===== src/rtl/core/mstb_pkg.sv =====
// ----------------------------------------------------------------------------
// mstb_pkg
// Shared types and constants for the soft timer bank.
// ----------------------------------------------------------------------------
package mstb_pkg;

  localparam int NUM_TIMERS_DEF  = 8;
  localparam int COUNT_WIDTH_DEF = 32;
  localparam int MAX_RESULTS     = 8;

  localparam int CMD_W   = 3;
  localparam int INDEX_W = 3;
  localparam int TICKS_W = 32;
  localparam int RES_W   = $clog2(MAX_RESULTS + 1);

  typedef enum logic [CMD_W-1:0] {
    CMD_REGISTER   = 3'd0,
    CMD_UNREGISTER = 3'd1,
    CMD_START      = 3'd2,
    CMD_STOP       = 3'd3,
    CMD_RELOAD     = 3'd4,
    CMD_STATUS     = 3'd5,
    CMD_TICK       = 3'd6
  } cmd_t;

  typedef enum logic [1:0] {
    ST_UNUSED    = 2'd0,
    ST_RUNNING   = 2'd1,
    ST_STOPPED   = 2'd2,
    ST_COMPLETED = 2'd3
  } status_t;

  typedef enum logic [2:0] {
    S_IDLE,
    S_CMD_RD,
    S_CMD_EX,
    S_TICK_RD,
    S_TICK_EX,
    S_TICK_END
  } state_t;

  typedef struct packed {
    logic count_we;
    logic reload_we;
  } store_wr_t;

endpackage


===== src/rtl/core/mstb_req_if.sv =====
// ----------------------------------------------------------------------------
// mstb_req_if
// Command channel: valid/ready handshake with the command payload.
// ----------------------------------------------------------------------------
interface mstb_req_if;
  logic                            valid;
  logic                            ready;
  logic [mstb_pkg::CMD_W-1:0]      command;
  logic [mstb_pkg::INDEX_W-1:0]    timer_index;
  logic                            timer_mode;
  logic [mstb_pkg::TICKS_W-1:0]    ticks;

  modport source (output valid, command, timer_index, timer_mode, ticks, input ready);
  modport sink (input valid, command, timer_index, timer_mode, ticks, output ready);
endinterface


===== src/rtl/core/mstb_rsp_if.sv =====
// ----------------------------------------------------------------------------
// mstb_rsp_if
// Result channel: valid/ready handshake with the result payload.
// ----------------------------------------------------------------------------
interface mstb_rsp_if;
  logic                            valid;
  logic                            ready;
  logic                            ok;
  logic [1:0]                      timer_status;
  logic                            expired;
  logic [mstb_pkg::INDEX_W-1:0]    expired_index;
  logic                            last;

  modport source (output valid, ok, timer_status, expired, expired_index, last, input ready);
  modport sink (input valid, ok, timer_status, expired, expired_index, last, output ready);
endinterface


===== src/rtl/core/multi_channel_soft_timer_bank_top.sv =====
// ----------------------------------------------------------------------------
// multi_channel_soft_timer_bank_top
// Bank of one-shot / periodic down-count timers driven by commands and ticks.
// ----------------------------------------------------------------------------
//  channel | dir | payload
//  req     | in  | command, timer_index, timer_mode, ticks
//  rsp     | out | ok, timer_status, expired, expired_index, last
//
// A command passes through accept, store read and execute into the result register.
// A tick reads each timer in turn from the single-port counter store and passes it
// through the one decrementer, then issues the final result.
// Synchronous rst clears flags, status, store valid bits and the sequencer at once.
// A full result register holds the sequencer until the transaction is taken.
module multi_channel_soft_timer_bank_top #(
  parameter int  NUM_TIMERS  = mstb_pkg::NUM_TIMERS_DEF,
  parameter int  COUNT_WIDTH = mstb_pkg::COUNT_WIDTH_DEF,
  localparam int IDX_W       = (NUM_TIMERS > 1) ? $clog2(NUM_TIMERS) : 1
) (
  input  logic        clk,
  input  logic        rst,
  mstb_req_if.sink    req,
  mstb_rsp_if.source  rsp
);

  mstb_pkg::store_wr_t     wr;
  logic                    rd_en;
  logic [IDX_W-1:0]        addr;
  logic [COUNT_WIDTH-1:0]  count_wdata;
  logic [COUNT_WIDTH-1:0]  reload_wdata;
  logic [COUNT_WIDTH-1:0]  count_q;
  logic [COUNT_WIDTH-1:0]  reload_q;

  mstb_ctrl #(
    .NUM_TIMERS  (NUM_TIMERS),
    .COUNT_WIDTH (COUNT_WIDTH)
  ) u_ctrl (
    .clk          (clk),
    .rst          (rst),
    .req          (req),
    .rsp          (rsp),
    .rd_en        (rd_en),
    .wr           (wr),
    .addr         (addr),
    .count_wdata  (count_wdata),
    .reload_wdata (reload_wdata),
    .count_q      (count_q),
    .reload_q     (reload_q)
  );

  mstb_store #(
    .NUM_TIMERS  (NUM_TIMERS),
    .COUNT_WIDTH (COUNT_WIDTH)
  ) u_store (
    .clk          (clk),
    .rst          (rst),
    .rd_en        (rd_en),
    .wr           (wr),
    .addr         (addr),
    .count_wdata  (count_wdata),
    .reload_wdata (reload_wdata),
    .count_q      (count_q),
    .reload_q     (reload_q)
  );

endmodule


===== src/rtl/core/mstb_store.sv =====
// ----------------------------------------------------------------------------
// mstb_store
// Counter and reload memories, one port, registered read. Entries not yet
// started read as zero.
// ----------------------------------------------------------------------------
module mstb_store #(
  parameter int  NUM_TIMERS  = mstb_pkg::NUM_TIMERS_DEF,
  parameter int  COUNT_WIDTH = mstb_pkg::COUNT_WIDTH_DEF,
  localparam int IDX_W       = (NUM_TIMERS > 1) ? $clog2(NUM_TIMERS) : 1
) (
  input  logic                    clk,
  input  logic                    rst,
  input  logic                    rd_en,
  input  mstb_pkg::store_wr_t     wr,
  input  logic [IDX_W-1:0]        addr,
  input  logic [COUNT_WIDTH-1:0]  count_wdata,
  input  logic [COUNT_WIDTH-1:0]  reload_wdata,
  output logic [COUNT_WIDTH-1:0]  count_q,
  output logic [COUNT_WIDTH-1:0]  reload_q
);

  logic [COUNT_WIDTH-1:0] count_mem  [NUM_TIMERS];
  logic [COUNT_WIDTH-1:0] reload_mem [NUM_TIMERS];
  logic [NUM_TIMERS-1:0]  valid;
  logic [COUNT_WIDTH-1:0] count_rd;
  logic [COUNT_WIDTH-1:0] reload_rd;
  logic                   valid_rd;

  always_ff @(posedge clk) begin
    if (wr.count_we) begin
      count_mem[addr] <= count_wdata;
    end
    if (wr.reload_we) begin
      reload_mem[addr] <= reload_wdata;
    end
    if (rd_en) begin
      count_rd  <= count_mem[addr];
      reload_rd <= reload_mem[addr];
    end
  end

  always_ff @(posedge clk) begin
    if (rst) begin
      valid    <= '0;
      valid_rd <= 1'b0;
    end else begin
      if (wr.reload_we) begin
        valid[addr] <= 1'b1;
      end
      if (rd_en) begin
        valid_rd <= valid[addr];
      end
    end
  end

  assign count_q  = valid_rd ? count_rd  : '0;
  assign reload_q = valid_rd ? reload_rd : '0;

endmodule


===== src/rtl/core/mstb_ctrl.sv =====
// ----------------------------------------------------------------------------
// mstb_ctrl
// Sequencer, timer flags, shared decrementer and zero detect, result register.
// ----------------------------------------------------------------------------
module mstb_ctrl #(
  parameter int  NUM_TIMERS  = mstb_pkg::NUM_TIMERS_DEF,
  parameter int  COUNT_WIDTH = mstb_pkg::COUNT_WIDTH_DEF,
  localparam int IDX_W       = (NUM_TIMERS > 1) ? $clog2(NUM_TIMERS) : 1
) (
  input  logic                    clk,
  input  logic                    rst,
  mstb_req_if.sink                req,
  mstb_rsp_if.source              rsp,
  output logic                    rd_en,
  output mstb_pkg::store_wr_t     wr,
  output logic [IDX_W-1:0]        addr,
  output logic [COUNT_WIDTH-1:0]  count_wdata,
  output logic [COUNT_WIDTH-1:0]  reload_wdata,
  input  logic [COUNT_WIDTH-1:0]  count_q,
  input  logic [COUNT_WIDTH-1:0]  reload_q
);

  localparam int WIDE_W = mstb_pkg::TICKS_W + COUNT_WIDTH;
  localparam int IXW_W  = IDX_W + mstb_pkg::INDEX_W;

  mstb_pkg::state_t state, state_next;

  logic [mstb_pkg::CMD_W-1:0]     cmd_q;
  logic [IDX_W-1:0]               idx_q;
  logic                           in_range_q;
  logic                           mode_q;
  logic [COUNT_WIDTH-1:0]         ticks_q;

  logic [IDX_W-1:0]               walk;
  logic [mstb_pkg::RES_W-1:0]     rep_cnt;
  logic                           pend_valid;
  mstb_pkg::status_t              pend_status;
  logic [mstb_pkg::INDEX_W-1:0]   pend_idx;

  logic [NUM_TIMERS-1:0]          registered;
  logic [NUM_TIMERS-1:0]          periodic;
  mstb_pkg::status_t              status [NUM_TIMERS];

  logic                           out_valid;
  logic                           out_ok;
  mstb_pkg::status_t              out_status;
  logic                           out_expired;
  logic [mstb_pkg::INDEX_W-1:0]   out_idx;
  logic                           out_last;

  logic                           accept;
  logic                           out_free;
  logic [WIDE_W-1:0]              ticks_wide;
  logic [IXW_W-1:0]               req_idx_wide;
  logic [IXW_W-1:0]               walk_wide;
  logic                           walk_last;
  logic                           cur_reg;
  logic                           cur_periodic;
  mstb_pkg::status_t              cur_status;
  logic [COUNT_WIDTH-1:0]         dec;
  logic [COUNT_WIDTH-1:0]         zero_opnd;
  logic                           is_zero;
  logic                           active;
  logic                           hit;
  logic                           room;
  logic                           emit_now;
  logic                           go;

  logic                           load;
  logic                           res_ok;
  mstb_pkg::status_t              res_status;
  logic                           res_expired;
  logic [mstb_pkg::INDEX_W-1:0]   res_idx;
  logic                           res_last;
  logic                           reg_set;
  logic                           reg_clr;
  logic                           mode_we;
  logic                           status_we;
  mstb_pkg::status_t              status_wdata;
  logic                           pend_load;
  logic                           pend_clear;
  logic                           step;

  assign accept       = (state == mstb_pkg::S_IDLE) && req.valid;
  assign req.ready    = (state == mstb_pkg::S_IDLE);
  assign out_free     = !out_valid || rsp.ready;
  assign ticks_wide   = WIDE_W'(req.ticks);
  assign req_idx_wide = IXW_W'(req.timer_index);
  assign walk_wide    = IXW_W'(walk);
  assign walk_last    = (walk == IDX_W'(NUM_TIMERS - 1));

  assign addr         = ((state == mstb_pkg::S_TICK_RD) || (state == mstb_pkg::S_TICK_EX) ||
                         (state == mstb_pkg::S_TICK_END)) ? walk : idx_q;
  assign rd_en        = (state == mstb_pkg::S_CMD_RD) || (state == mstb_pkg::S_TICK_RD);
  assign cur_reg      = registered[addr];
  assign cur_periodic = periodic[addr];
  assign cur_status   = status[addr];

  // shared decrementer and zero detect
  assign dec       = count_q - COUNT_WIDTH'(1);
  assign zero_opnd = (state == mstb_pkg::S_TICK_EX) ? dec :
                     (cmd_q == mstb_pkg::CMD_START) ? ticks_q : reload_q;
  assign is_zero   = (zero_opnd == '0);

  assign active   = cur_reg && (cur_status == mstb_pkg::ST_RUNNING);
  assign hit      = active && is_zero;
  assign room     = (rep_cnt < mstb_pkg::RES_W'(mstb_pkg::MAX_RESULTS));
  assign emit_now = hit && room && pend_valid;
  assign go       = !emit_now || out_free;

  always_comb begin
    load         = 1'b0;
    res_ok       = 1'b1;
    res_status   = cur_status;
    res_expired  = 1'b0;
    res_idx      = '0;
    res_last     = 1'b1;
    wr           = '0;
    count_wdata  = dec;
    reload_wdata = ticks_q;
    reg_set      = 1'b0;
    reg_clr      = 1'b0;
    mode_we      = 1'b0;
    status_we    = 1'b0;
    status_wdata = cur_status;
    pend_load    = 1'b0;
    pend_clear   = 1'b0;
    step         = 1'b0;
    case (state)
      mstb_pkg::S_CMD_EX: begin
        if (out_free) begin
          load = 1'b1;
          if (!in_range_q) begin
            res_ok     = 1'b0;
            res_status = mstb_pkg::ST_UNUSED;
          end else begin
            case (cmd_q)
              mstb_pkg::CMD_REGISTER: begin
                mode_we      = 1'b1;
                reg_set      = 1'b1;
                status_we    = 1'b1;
                status_wdata = mstb_pkg::ST_UNUSED;
                res_status   = mstb_pkg::ST_UNUSED;
              end
              mstb_pkg::CMD_UNREGISTER: begin
                if (cur_reg) begin
                  reg_clr = 1'b1;
                end else begin
                  res_ok = 1'b0;
                end
              end
              mstb_pkg::CMD_START: begin
                if (is_zero) begin
                  res_ok = 1'b0;
                end else begin
                  wr.count_we  = 1'b1;
                  wr.reload_we = 1'b1;
                  count_wdata  = ticks_q;
                  status_we    = 1'b1;
                  status_wdata = mstb_pkg::ST_RUNNING;
                  res_status   = mstb_pkg::ST_RUNNING;
                end
              end
              mstb_pkg::CMD_STOP: begin
                status_we    = 1'b1;
                status_wdata = mstb_pkg::ST_STOPPED;
                res_status   = mstb_pkg::ST_STOPPED;
              end
              mstb_pkg::CMD_RELOAD: begin
                if (!is_zero) begin
                  wr.count_we  = 1'b1;
                  count_wdata  = reload_q;
                  status_we    = 1'b1;
                  status_wdata = mstb_pkg::ST_RUNNING;
                  res_status   = mstb_pkg::ST_RUNNING;
                end
              end
              mstb_pkg::CMD_STATUS: begin
                res_ok = 1'b1;
              end
              default: begin
                res_ok = 1'b0;
              end
            endcase
          end
        end
      end
      mstb_pkg::S_TICK_EX: begin
        if (go) begin
          step = 1'b1;
          if (active) begin
            wr.count_we = 1'b1;
            count_wdata = (hit && cur_periodic) ? reload_q : dec;
          end
          if (hit && !cur_periodic) begin
            status_we    = 1'b1;
            status_wdata = mstb_pkg::ST_COMPLETED;
          end
          if (hit && room) begin
            pend_load = 1'b1;
          end
          if (emit_now) begin
            load        = 1'b1;
            res_status  = pend_status;
            res_expired = 1'b1;
            res_idx     = pend_idx;
            res_last    = 1'b0;
          end
        end
      end
      mstb_pkg::S_TICK_END: begin
        if (out_free) begin
          load       = 1'b1;
          pend_clear = 1'b1;
          if (pend_valid) begin
            res_status  = pend_status;
            res_expired = 1'b1;
            res_idx     = pend_idx;
          end else begin
            res_status = mstb_pkg::ST_UNUSED;
          end
        end
      end
      default: begin
        load = 1'b0;
      end
    endcase
  end

  always_comb begin
    state_next = state;
    case (state)
      mstb_pkg::S_IDLE: begin
        if (req.valid) begin
          state_next = (req.command == mstb_pkg::CMD_TICK) ? mstb_pkg::S_TICK_RD :
                                                              mstb_pkg::S_CMD_RD;
        end
      end
      mstb_pkg::S_CMD_RD:  state_next = mstb_pkg::S_CMD_EX;
      mstb_pkg::S_CMD_EX: begin
        if (out_free) begin
          state_next = mstb_pkg::S_IDLE;
        end
      end
      mstb_pkg::S_TICK_RD: state_next = mstb_pkg::S_TICK_EX;
      mstb_pkg::S_TICK_EX: begin
        if (go) begin
          state_next = walk_last ? mstb_pkg::S_TICK_END : mstb_pkg::S_TICK_RD;
        end
      end
      mstb_pkg::S_TICK_END: begin
        if (out_free) begin
          state_next = mstb_pkg::S_IDLE;
        end
      end
      default: state_next = mstb_pkg::S_IDLE;
    endcase
  end

  always_ff @(posedge clk) begin
    if (rst) begin
      state      <= mstb_pkg::S_IDLE;
      registered <= '0;
      periodic   <= '0;
      for (int i = 0; i < NUM_TIMERS; i++) begin
        status[i] <= mstb_pkg::ST_UNUSED;
      end
      out_valid  <= 1'b0;
      pend_valid <= 1'b0;
      rep_cnt    <= '0;
      walk       <= '0;
    end else begin
      state <= state_next;
      if (reg_set) begin
        registered[addr] <= 1'b1;
      end
      if (reg_clr) begin
        registered[addr] <= 1'b0;
      end
      if (mode_we) begin
        periodic[addr] <= mode_q;
      end
      if (status_we) begin
        status[addr] <= status_wdata;
      end
      if (load) begin
        out_valid <= 1'b1;
      end else if (rsp.ready) begin
        out_valid <= 1'b0;
      end
      if (accept) begin
        walk       <= '0;
        rep_cnt    <= '0;
        pend_valid <= 1'b0;
      end else begin
        if (step && !walk_last) begin
          walk <= walk + IDX_W'(1);
        end
        if (pend_load) begin
          pend_valid <= 1'b1;
          rep_cnt    <= rep_cnt + mstb_pkg::RES_W'(1);
        end
        if (pend_clear) begin
          pend_valid <= 1'b0;
        end
      end
    end
  end

  always_ff @(posedge clk) begin
    if (accept) begin
      cmd_q      <= req.command;
      idx_q      <= req_idx_wide[IDX_W-1:0];
      in_range_q <= (32'(req.timer_index) < 32'(NUM_TIMERS));
      mode_q     <= req.timer_mode;
      ticks_q    <= ticks_wide[COUNT_WIDTH-1:0];
    end
    if (pend_load) begin
      pend_status <= status_we ? status_wdata : cur_status;
      pend_idx    <= walk_wide[mstb_pkg::INDEX_W-1:0];
    end
    if (load) begin
      out_ok      <= res_ok;
      out_status  <= res_status;
      out_expired <= res_expired;
      out_idx     <= res_idx;
      out_last    <= res_last;
    end
  end

  assign rsp.valid         = out_valid;
  assign rsp.ok            = out_ok;
  assign rsp.timer_status  = out_status;
  assign rsp.expired       = out_expired;
  assign rsp.expired_index = out_idx;
  assign rsp.last          = out_last;

endmodule


===== src/flat_wrapper.sv =====
// flat-port wrapper written by rule: the top's interface ports become plain ports
module multi_channel_soft_timer_bank_top_flat 
#(
  parameter int  NUM_TIMERS  = mstb_pkg::NUM_TIMERS_DEF,
  parameter int  COUNT_WIDTH = mstb_pkg::COUNT_WIDTH_DEF,
  localparam int IDX_W       = (NUM_TIMERS > 1) ? $clog2(NUM_TIMERS) : 1
)
  (clk, rst, req_valid, req_command, req_timer_index, req_timer_mode, req_ticks, req_ready, rsp_valid, rsp_ok, rsp_timer_status, rsp_expired, rsp_expired_index, rsp_last, rsp_ready);
  mstb_req_if req_i ();
  mstb_rsp_if rsp_i ();
  input  logic clk;
  input  logic rst;
  input wire logic [$bits(req_i.valid)-1:0] req_valid;
  input wire logic [$bits(req_i.command)-1:0] req_command;
  input wire logic [$bits(req_i.timer_index)-1:0] req_timer_index;
  input wire logic [$bits(req_i.timer_mode)-1:0] req_timer_mode;
  input wire logic [$bits(req_i.ticks)-1:0] req_ticks;
  output wire logic [$bits(req_i.ready)-1:0] req_ready;
  output wire logic [$bits(rsp_i.valid)-1:0] rsp_valid;
  output wire logic [$bits(rsp_i.ok)-1:0] rsp_ok;
  output wire logic [$bits(rsp_i.timer_status)-1:0] rsp_timer_status;
  output wire logic [$bits(rsp_i.expired)-1:0] rsp_expired;
  output wire logic [$bits(rsp_i.expired_index)-1:0] rsp_expired_index;
  output wire logic [$bits(rsp_i.last)-1:0] rsp_last;
  input wire logic [$bits(rsp_i.ready)-1:0] rsp_ready;
  assign req_i.valid = req_valid;
  assign req_i.command = req_command;
  assign req_i.timer_index = req_timer_index;
  assign req_i.timer_mode = req_timer_mode;
  assign req_i.ticks = req_ticks;
  assign req_ready = req_i.ready;
  assign rsp_valid = rsp_i.valid;
  assign rsp_ok = rsp_i.ok;
  assign rsp_timer_status = rsp_i.timer_status;
  assign rsp_expired = rsp_i.expired;
  assign rsp_expired_index = rsp_i.expired_index;
  assign rsp_last = rsp_i.last;
  assign rsp_i.ready = rsp_ready;
  multi_channel_soft_timer_bank_top #(.NUM_TIMERS(NUM_TIMERS), .COUNT_WIDTH(COUNT_WIDTH)) u_core (.clk(clk), .rst(rst), .req(req_i), .rsp(rsp_i));
endmodule

===== config.mk =====
export PLATFORM = sky130hd
export DESIGN_NAME = multi_channel_soft_timer_bank_top_flat
export DESIGN_NICKNAME = d
export VERILOG_FILES = /design/src/rtl/core/mstb_pkg.sv /design/src/rtl/core/mstb_req_if.sv /design/src/rtl/core/mstb_rsp_if.sv /design/src/rtl/core/multi_channel_soft_timer_bank_top.sv /design/src/rtl/core/mstb_store.sv /design/src/rtl/core/mstb_ctrl.sv /design/src/flat_wrapper.sv
export SDC_FILE = /design/constraint.sdc
export NUM_CORES = 1
export LEC_CHECK = 0
export BUFFER_PORTS_ARGS = -buffer_cell sky130_fd_sc_hd__buf_4
export CAP_MARGIN = 20
export CORE_MARGIN = 1
export CORE_UTILIZATION = 30
export DETAILED_ROUTE_END_ITERATION = 12
export HOLD_SLACK_MARGIN = 0.06
export PLACE_DENSITY = 0.54
export SYNTH_ARGS = -nofsm -noshare
export SYNTH_HDL_FRONTEND = slang
export SYNTH_SLANG_ARGS = --single-unit

===== constraint.sdc =====
create_clock -name clk -period 7.4 [get_ports clk]
set_clock_uncertainty 0.15 [all_clocks]
set_input_delay 1.11 -clock clk [delete_from_list [all_inputs] [get_ports clk]]
set_output_delay 1.11 -clock clk [all_outputs]
set_load 0.05 [all_outputs]

==> results of run 1 <==
[flip-flops by register name, summed over array words and instances, names as in the netlist, 4 cells and up]
| signal | count |
|---|---|
| u_core.u_ctrl.periodic | 8 |
| u_core.u_ctrl.registered | 8 |
| u_core.u_ctrl.reload_wdata | 32 |
| u_core.u_ctrl.rep_cnt | 4 |
| u_core.u_ctrl.status | 16 |
| u_core.u_store.count_mem | 256 |
| u_core.u_store.count_rd | 32 |
| u_core.u_store.reload_mem | 256 |
| u_core.u_store.reload_rd | 32 |
| u_core.u_store.valid | 8 |
[layout make-up]
cell class / instances / share of cell area [%]
Sequential cell: 681 / 63.0
Multi-Input combinational cell: 1134 / 22.5
Clock buffer: 85 / 5.74
Tap cell: 1186 / 4.65
Timing Repair Buffer: 114 / 2.68
Clock inverter: 40 / 1.20
Inverter: 23 / 0.271
[layout by cell type, fill, tap and decap left out, types with 7 or more instances in the layout]
cell | Yosys | final
mux2i_1 | 27 | 25
or4_1 | 8 | 8
a211o_1 | 8 | 8
or3_1 | 14 | 14
a21oi_1 | 119 | 119
dfxtp_1 | 37 | 36
clkinv_1 | 0 | 19
xor2_1 | 8 | 8
and2_1 | 14 | 13
clkbuf_1 | 97 | 14
o22ai_1 | 16 | 16
edfxtp_1 | 644 | 644
nor4_1 | 37 | 36
a221oi_1 | 21 | 21
nand4_1 | 35 | 35
mux2_2 | 9 | 9
o21bai_1 | 10 | 10
nand2b_1 | 7 | 7
and3_1 | 10 | 10
nand2_1 | 219 | 218
clkbuf_16 | 0 | 71
nor2_4 | 0 | 17
nor2_1 | 79 | 61
o221ai_1 | 7 | 7
a22o_1 | 11 | 11
a221o_1 | 18 | 18
clkinv_2 | 0 | 7
nand3_1 | 56 | 56
a211oi_1 | 46 | 46
buf_4 | 1 | 113
nor3_1 | 19 | 19
a22oi_1 | 154 | 154
a31oi_1 | 8 | 8
o21ai_0 | 54 | 54
inv_1 | 23 | 23
xnor2_1 | 9 | 9
[cell usage after synthesis, types with 5 or more instances]
master    count
edfxtp_1    644
nand2_1     219
a22oi_1     154
a21oi_1     119
clkbuf_1     97
nor2_1       79
nand3_1      56
o21ai_0      54
a211oi_1     46
dfxtp_1      37
nor4_1       37
nand4_1      35
mux2i_1      27
inv_1        23
a221oi_1     21
nor3_1       19
a221o_1      18
buf_1        17
o22ai_1      16
and2_1       14
or3_1        14
a22o_1       11
and3_1       10
o21bai_1     10
buf_2         9
mux2_2        9
xnor2_1       9
a211o_1       8
a31oi_1       8
or4_1         8
xor2_1        8
nand2b_1      7
nor2b_1       7
o221ai_1      7
a32oi_1       6
or2_2         6
a21o_1        5
a222oi_1      5
buf_6         5
nor3b_1       5
o211a_1       5
o211ai_1      5
o31ai_1       5
[path summary, 6_finish.rpt]
path,from,endpoint,slack (ps)
max,u_core.u_store.count_rd[4]$_DFFE_PP_,u_core.u_store.count_mem[6][15]$_DFFE_PP_,1560
max reg2reg,u_core.u_store.count_rd[4]$_DFFE_PP_,u_core.u_store.count_mem[6][15]$_DFFE_PP_,1560
min,u_core.u_store.valid[2]$_SDFFE_PP0P_,u_core.u_store.valid[2]$_SDFFE_PP0P_,300
min reg2reg,u_core.u_store.valid[2]$_SDFFE_PP0P_,u_core.u_store.valid[2]$_SDFFE_PP0P_,300
[cells by family (layout without fill, tap and decap cells)]
kind of cell / after synthesis / after routing / synth area share, %
muxes: 36 / 36 / 1.34
buffers and inverters: 152 / 262 / 2.25
DFF: 681 / 681 / 72.5
AOI/OAI and AO/OA: 539 / 539 / 13.6
and+or+nand+nor: 538 / 538 / 9.50
xor gates and xnor gates: 17 / 17 / 0.538
adders and majority gates: 4 / 4 / 0.181
[worst min-delay path, cell delays in order (launching register included)]
cell     delay (ps)
dfxtp_1         310
inv_1            50
a21oi_1          50
[per-layer routing]
layer / up-vias / GRT usage, %
met5: - / 0
li1: 7928 / -
met1: 9313 / 26.1
met2: 877 / 29.1
met4: 2 / 5.29
met3: 141 / 3.94
[power by group through the flow]
stage / sequential [mW] / clock [mW] / combinational (mW)
final: 4.67 / 3.45 / 1.18
after global routing: 4.67 / 3.66 / 1.25
after CTS: 4.66 / 3.52 / 1.17
after detailed placement: 4.74 / 0 / 1.16
after global placement: 4.74 / 0 / 1.15
after floorplan: 4.63 / 0 / 0.702
==> results.toml, run 1 <==
[global_routing]
grt_max_degree = 68
grt.total_usage_pct = 18.6
overflow = 0
first_global_vias = 17500
antenna_found_initial = 1
grt_pass1_wl_um = 127000

[setup_path]
cp_max_fo = 19
path_delay_family = "simple AND/OR/NAND/NOR gates"
cp.depth = 12
startpoint_type = "register"
worstSetupEndpointType = "register"
slowest_delay_ps = 800
path_cells = "or4_4 -> or4_1 -> o31a_1 -> nor3b_1 -> nand4_1 -> nor4_1 -> o211a_1 -> buf_4 -> nand4_2 -> buf_4 -> mux2_2 -> o21ai_0"
crit_buf_inv = 2
crit_type = "reg2reg"
cp.arrival_ps = 5970
reg2reg_depth = 12
crit_required_ps = 7540
cpMostUsedCell = "buf_4"
cpMaxStageDelayCell = "or4_1"

[timing]
fmax_mhz = 171
relSlewSlack_pct = 24.0
rsz0062_at_grt = "false"
period_needed_ps = 5840
hold_viol_final = 0
report.final.slew_viol_count = 0
worst_hold_slack_ps = 296
finalSetupViolations = 0
period_share_pct = 78.9
tightest_slew_ps = 1140
setup_slack_ps = 1560
final.setup.tns_ps = 0

[final_layout]
final_core_util_pct = 34.8
drive_gt1_share_pct = 12.9
multiInputGateArea_um2 = 7170
antennaDiodeCount = 0
syn_to_final_growth_pct = 15.2
regArea_um2 = 20100
fin_area_um2 = 31900
nets = 2071
instances_no_fill = 3263
nFillCells = 8696

[synth]
synth_top_area_share_pct = 69.9
ys.flop_type = "edfxtp_1"
synthesis.nets = 2014
synth.avg_cell_area_um2 = 14.1
yosysWarnings = 0
ys_seq_area_share_pct = 72.5
synthTopCellsByArea = "edfxtp_1 70%, a22oi_1 4.2%, nand2_1 3.0%"
synth_area_um2 = 27700
postSynthCellCount = 1967
ys_types = 81
yosys.area.top_type = "edfxtp_1"
synthArstFlopShare_pct = 0
ys_ff_latch = 681
synth_edf_count = 644

[pwr]
p_seq_share_pct = 50.2
p_per_area_nw_per_um2 = 292
swShare_pct = 27.4
clkPwrFrac_pct = 37.1
p_leak_nw = 9.96
p_int_mw = 6.76
ir_drop_mv = 0.166
power_frac_comb_pct = 12.7
switchingPower_mw = 2.54
p_total_mw = 9.30

[clock_tree]
cts_tree = "yes"
clk_pin_slew_ps = 60
root_buffer = "clkbuf_16"
cts_resized = 0
clkLatencyLatePin_ps = 630
cts-hold-fix-buffers = 0
cts_sinks = 681
postCtsSetupBuffers = 0
htreeDepth = 3
ctsLongestPathBuffers = 3
tritoncts.num_buffers = 70

[drt]
via_per_inst = 5.60
drc = 0
wl_um = 88200
met2WireLength_um = 40200
vias = 18300
drt-met1-wl_um = 38300
met3_length_um = 7580
wl_per_cell_um = 27.0
drt_first_pass_iters = 8
drt-initial-drc-count = 2224
antenna_left = 0
dr.max_layer_used = "met5"

[place]
placed_area_um2 = 29700
dp_slack_ps = 1670
dp_cells = 3137
dp_hpwl_um = 55800
gp_congestion = 0.957
io_buffers = 52

[floorplanning]
die-area_um2 = 93500
fp-row-count = 111
start_util_pct = 30.2
core_um2 = 91500
die_h_um = 306
dieWidth_um = 306
pin_count = 53

[status]
status = "finished clean"

[run]
drv_cap = 0

[worst_hold_path]
hold_class = "reg2reg"
hold_depth = 2
Power figures use the tool's default switching activity.
==> run 2, diff against run 1 <==
==> constraint.sdc (replaced) <==
create_clock -name clk -period 5.9 [get_ports clk]
set_clock_uncertainty 0.15 [all_clocks]
set_input_delay 0.885 -clock clk [delete_from_list [all_inputs] [get_ports clk]]
set_output_delay 0.885 -clock clk [all_outputs]
set_load 0.05 [all_outputs]
==> run 2 against run 1 <==
Compared with the run above: worst setup slack worse by 1100 ps; register-to-register slack worse by 1100 ps; first-iteration DRC count is 0.72% higher; wire length is 4.1% lower; clock-buffer cell count is 11 higher; combinational power is 27% higher; hold slack worse by 19 ps; sequential power is 25% higher; non-clock buffer count is 12 higher; flip-flop and latch count stayed put.
==> results.toml, run 2 (synthesized netlist as in run 1, its figures left out) <==
[timing]
report.final.slew_viol_count = 0
period_needed_ps = 5430
hold_viol_final = 0
rsz0062_at_grt = "false"
tightest_slew_ps = 1090
relSlewSlack_pct = 26.8
period_share_pct = 92.1
fmax_mhz = 184
finalSetupViolations = 0

[global_routing]
grt_pass1_wl_um = 121000
grt.total_usage_pct = 17.8
overflow = 0
first_global_vias = 17300
antenna_found_initial = 0
grt_max_degree = 66

[setup_path]
cp_max_fo = 14
worstSetupEndpointType = "register"
cp.arrival_ps = 5530
startpoint_type = "register"
crit_buf_inv = 1
crit_required_ps = 6000
crit_start = "u_core.u_store.count_rd[4]$_DFFE_PP_"
slowest_delay_ps = 840
worstReg2RegStart = "u_core.u_store.count_rd[4]$_DFFE_PP_"
crit_type = "reg2reg"
cpMaxStageDelayCell = "o21ai_0"
path_cells = "or4_4 -> or4_1 -> o31a_1 -> nor3b_1 -> nand4_1 -> nor4_1 -> o211a_1 -> nand4_2 -> buf_4 -> mux2i_1 -> o21ai_0"
path_delay_family = "simple AND/OR/NAND/NOR gates"

[pwr]
p_per_area_nw_per_um2 = 360
p_int_mw = 8.40
clkPwrFrac_pct = 36.5
p_total_mw = 11.6
power_frac_comb_pct = 13.0
p_seq_share_pct = 50.5
swShare_pct = 27.4
switchingPower_mw = 3.17
ir_drop_mv = 0.192
p_leak_nw = 10.0

[clock_tree]
cts_sinks = 681
cts_resized = 0
clk_pin_slew_ps = 60
tritoncts.num_buffers = 70
clkLatencyLatePin_ps = 640
postCtsSetupBuffers = 0
htreeDepth = 3
cts_tree = "yes"
cts-hold-fix-buffers = 0
root_buffer = "clkbuf_16"
ctsLongestPathBuffers = 3

[floorplanning]
fp-row-count = 111
die-area_um2 = 93500
dieWidth_um = 306
start_util_pct = 30.2
core_um2 = 91500
pin_count = 53
die_h_um = 306

[drt]
wl_per_cell_um = 25.8
drt_first_pass_iters = 6
antenna_left = 0
drc = 0
vias = 18200
via_per_inst = 5.54
drt-initial-drc-count = 2240
wl_um = 84500

[final_layout]
layout_commonest_cell = "edfxtp_1"
top_regs = "u_core.u_store.count_mem: 256 flops, u_core.u_store.reload_mem: 256 flops"
nFillCells = 8671
nets = 2083
drive_gt1_share_pct = 13.3
instances_no_fill = 3278
most-common-layout-cells = "644 x edfxtp_1, 218 x nand2_1, 154 x a22oi_1"
antennaDiodeCount = 0
syn_to_final_growth_pct = 16.2

[worst_hold_path]
hold_class = "in2reg"
hp-start = "req_ticks[2]"

[place]
dp_cells = 3148
io_buffers = 52
dp_hpwl_um = 53600
gp_congestion = 0.994

[run]
drv_cap = 0

[status]
status = "finished clean"
run 2: cell types whose count changed in the layout (fill, tap and decap cells not counted), sizes merged:
cell,before,now
inv,28,27
buf,114,125
clkinv,28,24
clkbuf,85,97
bufinv,5,2
run 2: final cells by class:
class	count	area, um^2	share of cell area [%]
clock buffers	96	1870	5.81
clock inverters	32	320	0.996
inverters	23	86.3	0.268
multi-input cells	1134	7170	22.3
flip-flops and latches	681	20100	62.4
well taps	1186	1480	4.61
repair buffers	126	1160	3.61
run 2: power by group through the flow:
stage                     clock network (mW)  logic, mW  registers, mW
after floorplan                            0      0.880           5.81
after detailed placement                   0       1.47           5.93
after global routing                    4.48       1.59           5.85
final                                   4.22       1.50           5.84
after CTS                               4.30       1.48           5.83
after global placement                     0       1.46           5.93
run 2: layer usage:
| layer | vias to the layer above | share of wire [%] | global-route usage [%] |
|---|---|---|---|
| met5 | - | 0.12 | 0.827 |
| met4 | 2 | 2.8 | 5.47 |
| met3 | 160 | 8.7 | 4.24 |
| met2 | 827 | 45 | 27.3 |
| met1 | 9213 | 43 | 24.6 |
| li1 | 7957 | - | - |
run 2: stage by stage:
stage	setup slack, ps	hold WS (ps)	TNS [ps]	util [%]	instance area [um^2]
3_3_place_gp	833	285	0	32.7	30000
5_1_grt	354	254	0	35.1	32200
4_1_cts	581	246	0	35.1	32200
3_5_place_dp	616	289	0	32.7	30000
6_report	465	277	0	35.1	32200
2_1_floorplan	-57.2	275	-14650	-	27700
run 2: worst reg2reg max path, delay by kind of cell (launching register included):
kind / cells / cell delay [ps]
muxes: 1 / 140
buffers and inverters: 1 / 300
and+or+nand+nor: 6 / 2430
AOI/OAI and AO/OA: 3 / 1520
DFF: 1 / 530
run 2: final timing paths:
check                                                                 to  slack [ps]  cells past startpoint
worst max-delay path            u_core.u_store.count_mem[1][0]$_DFFE_PP_         470                     11
worst min-delay path             u_core.u_ctrl.reload_wdata[2]$_DFFE_PP_         280                      1
worst max register to register  u_core.u_store.count_mem[1][0]$_DFFE_PP_         470                     11
worst min register to register      u_core.u_store.valid[5]$_SDFFE_PP0P_         300                      2
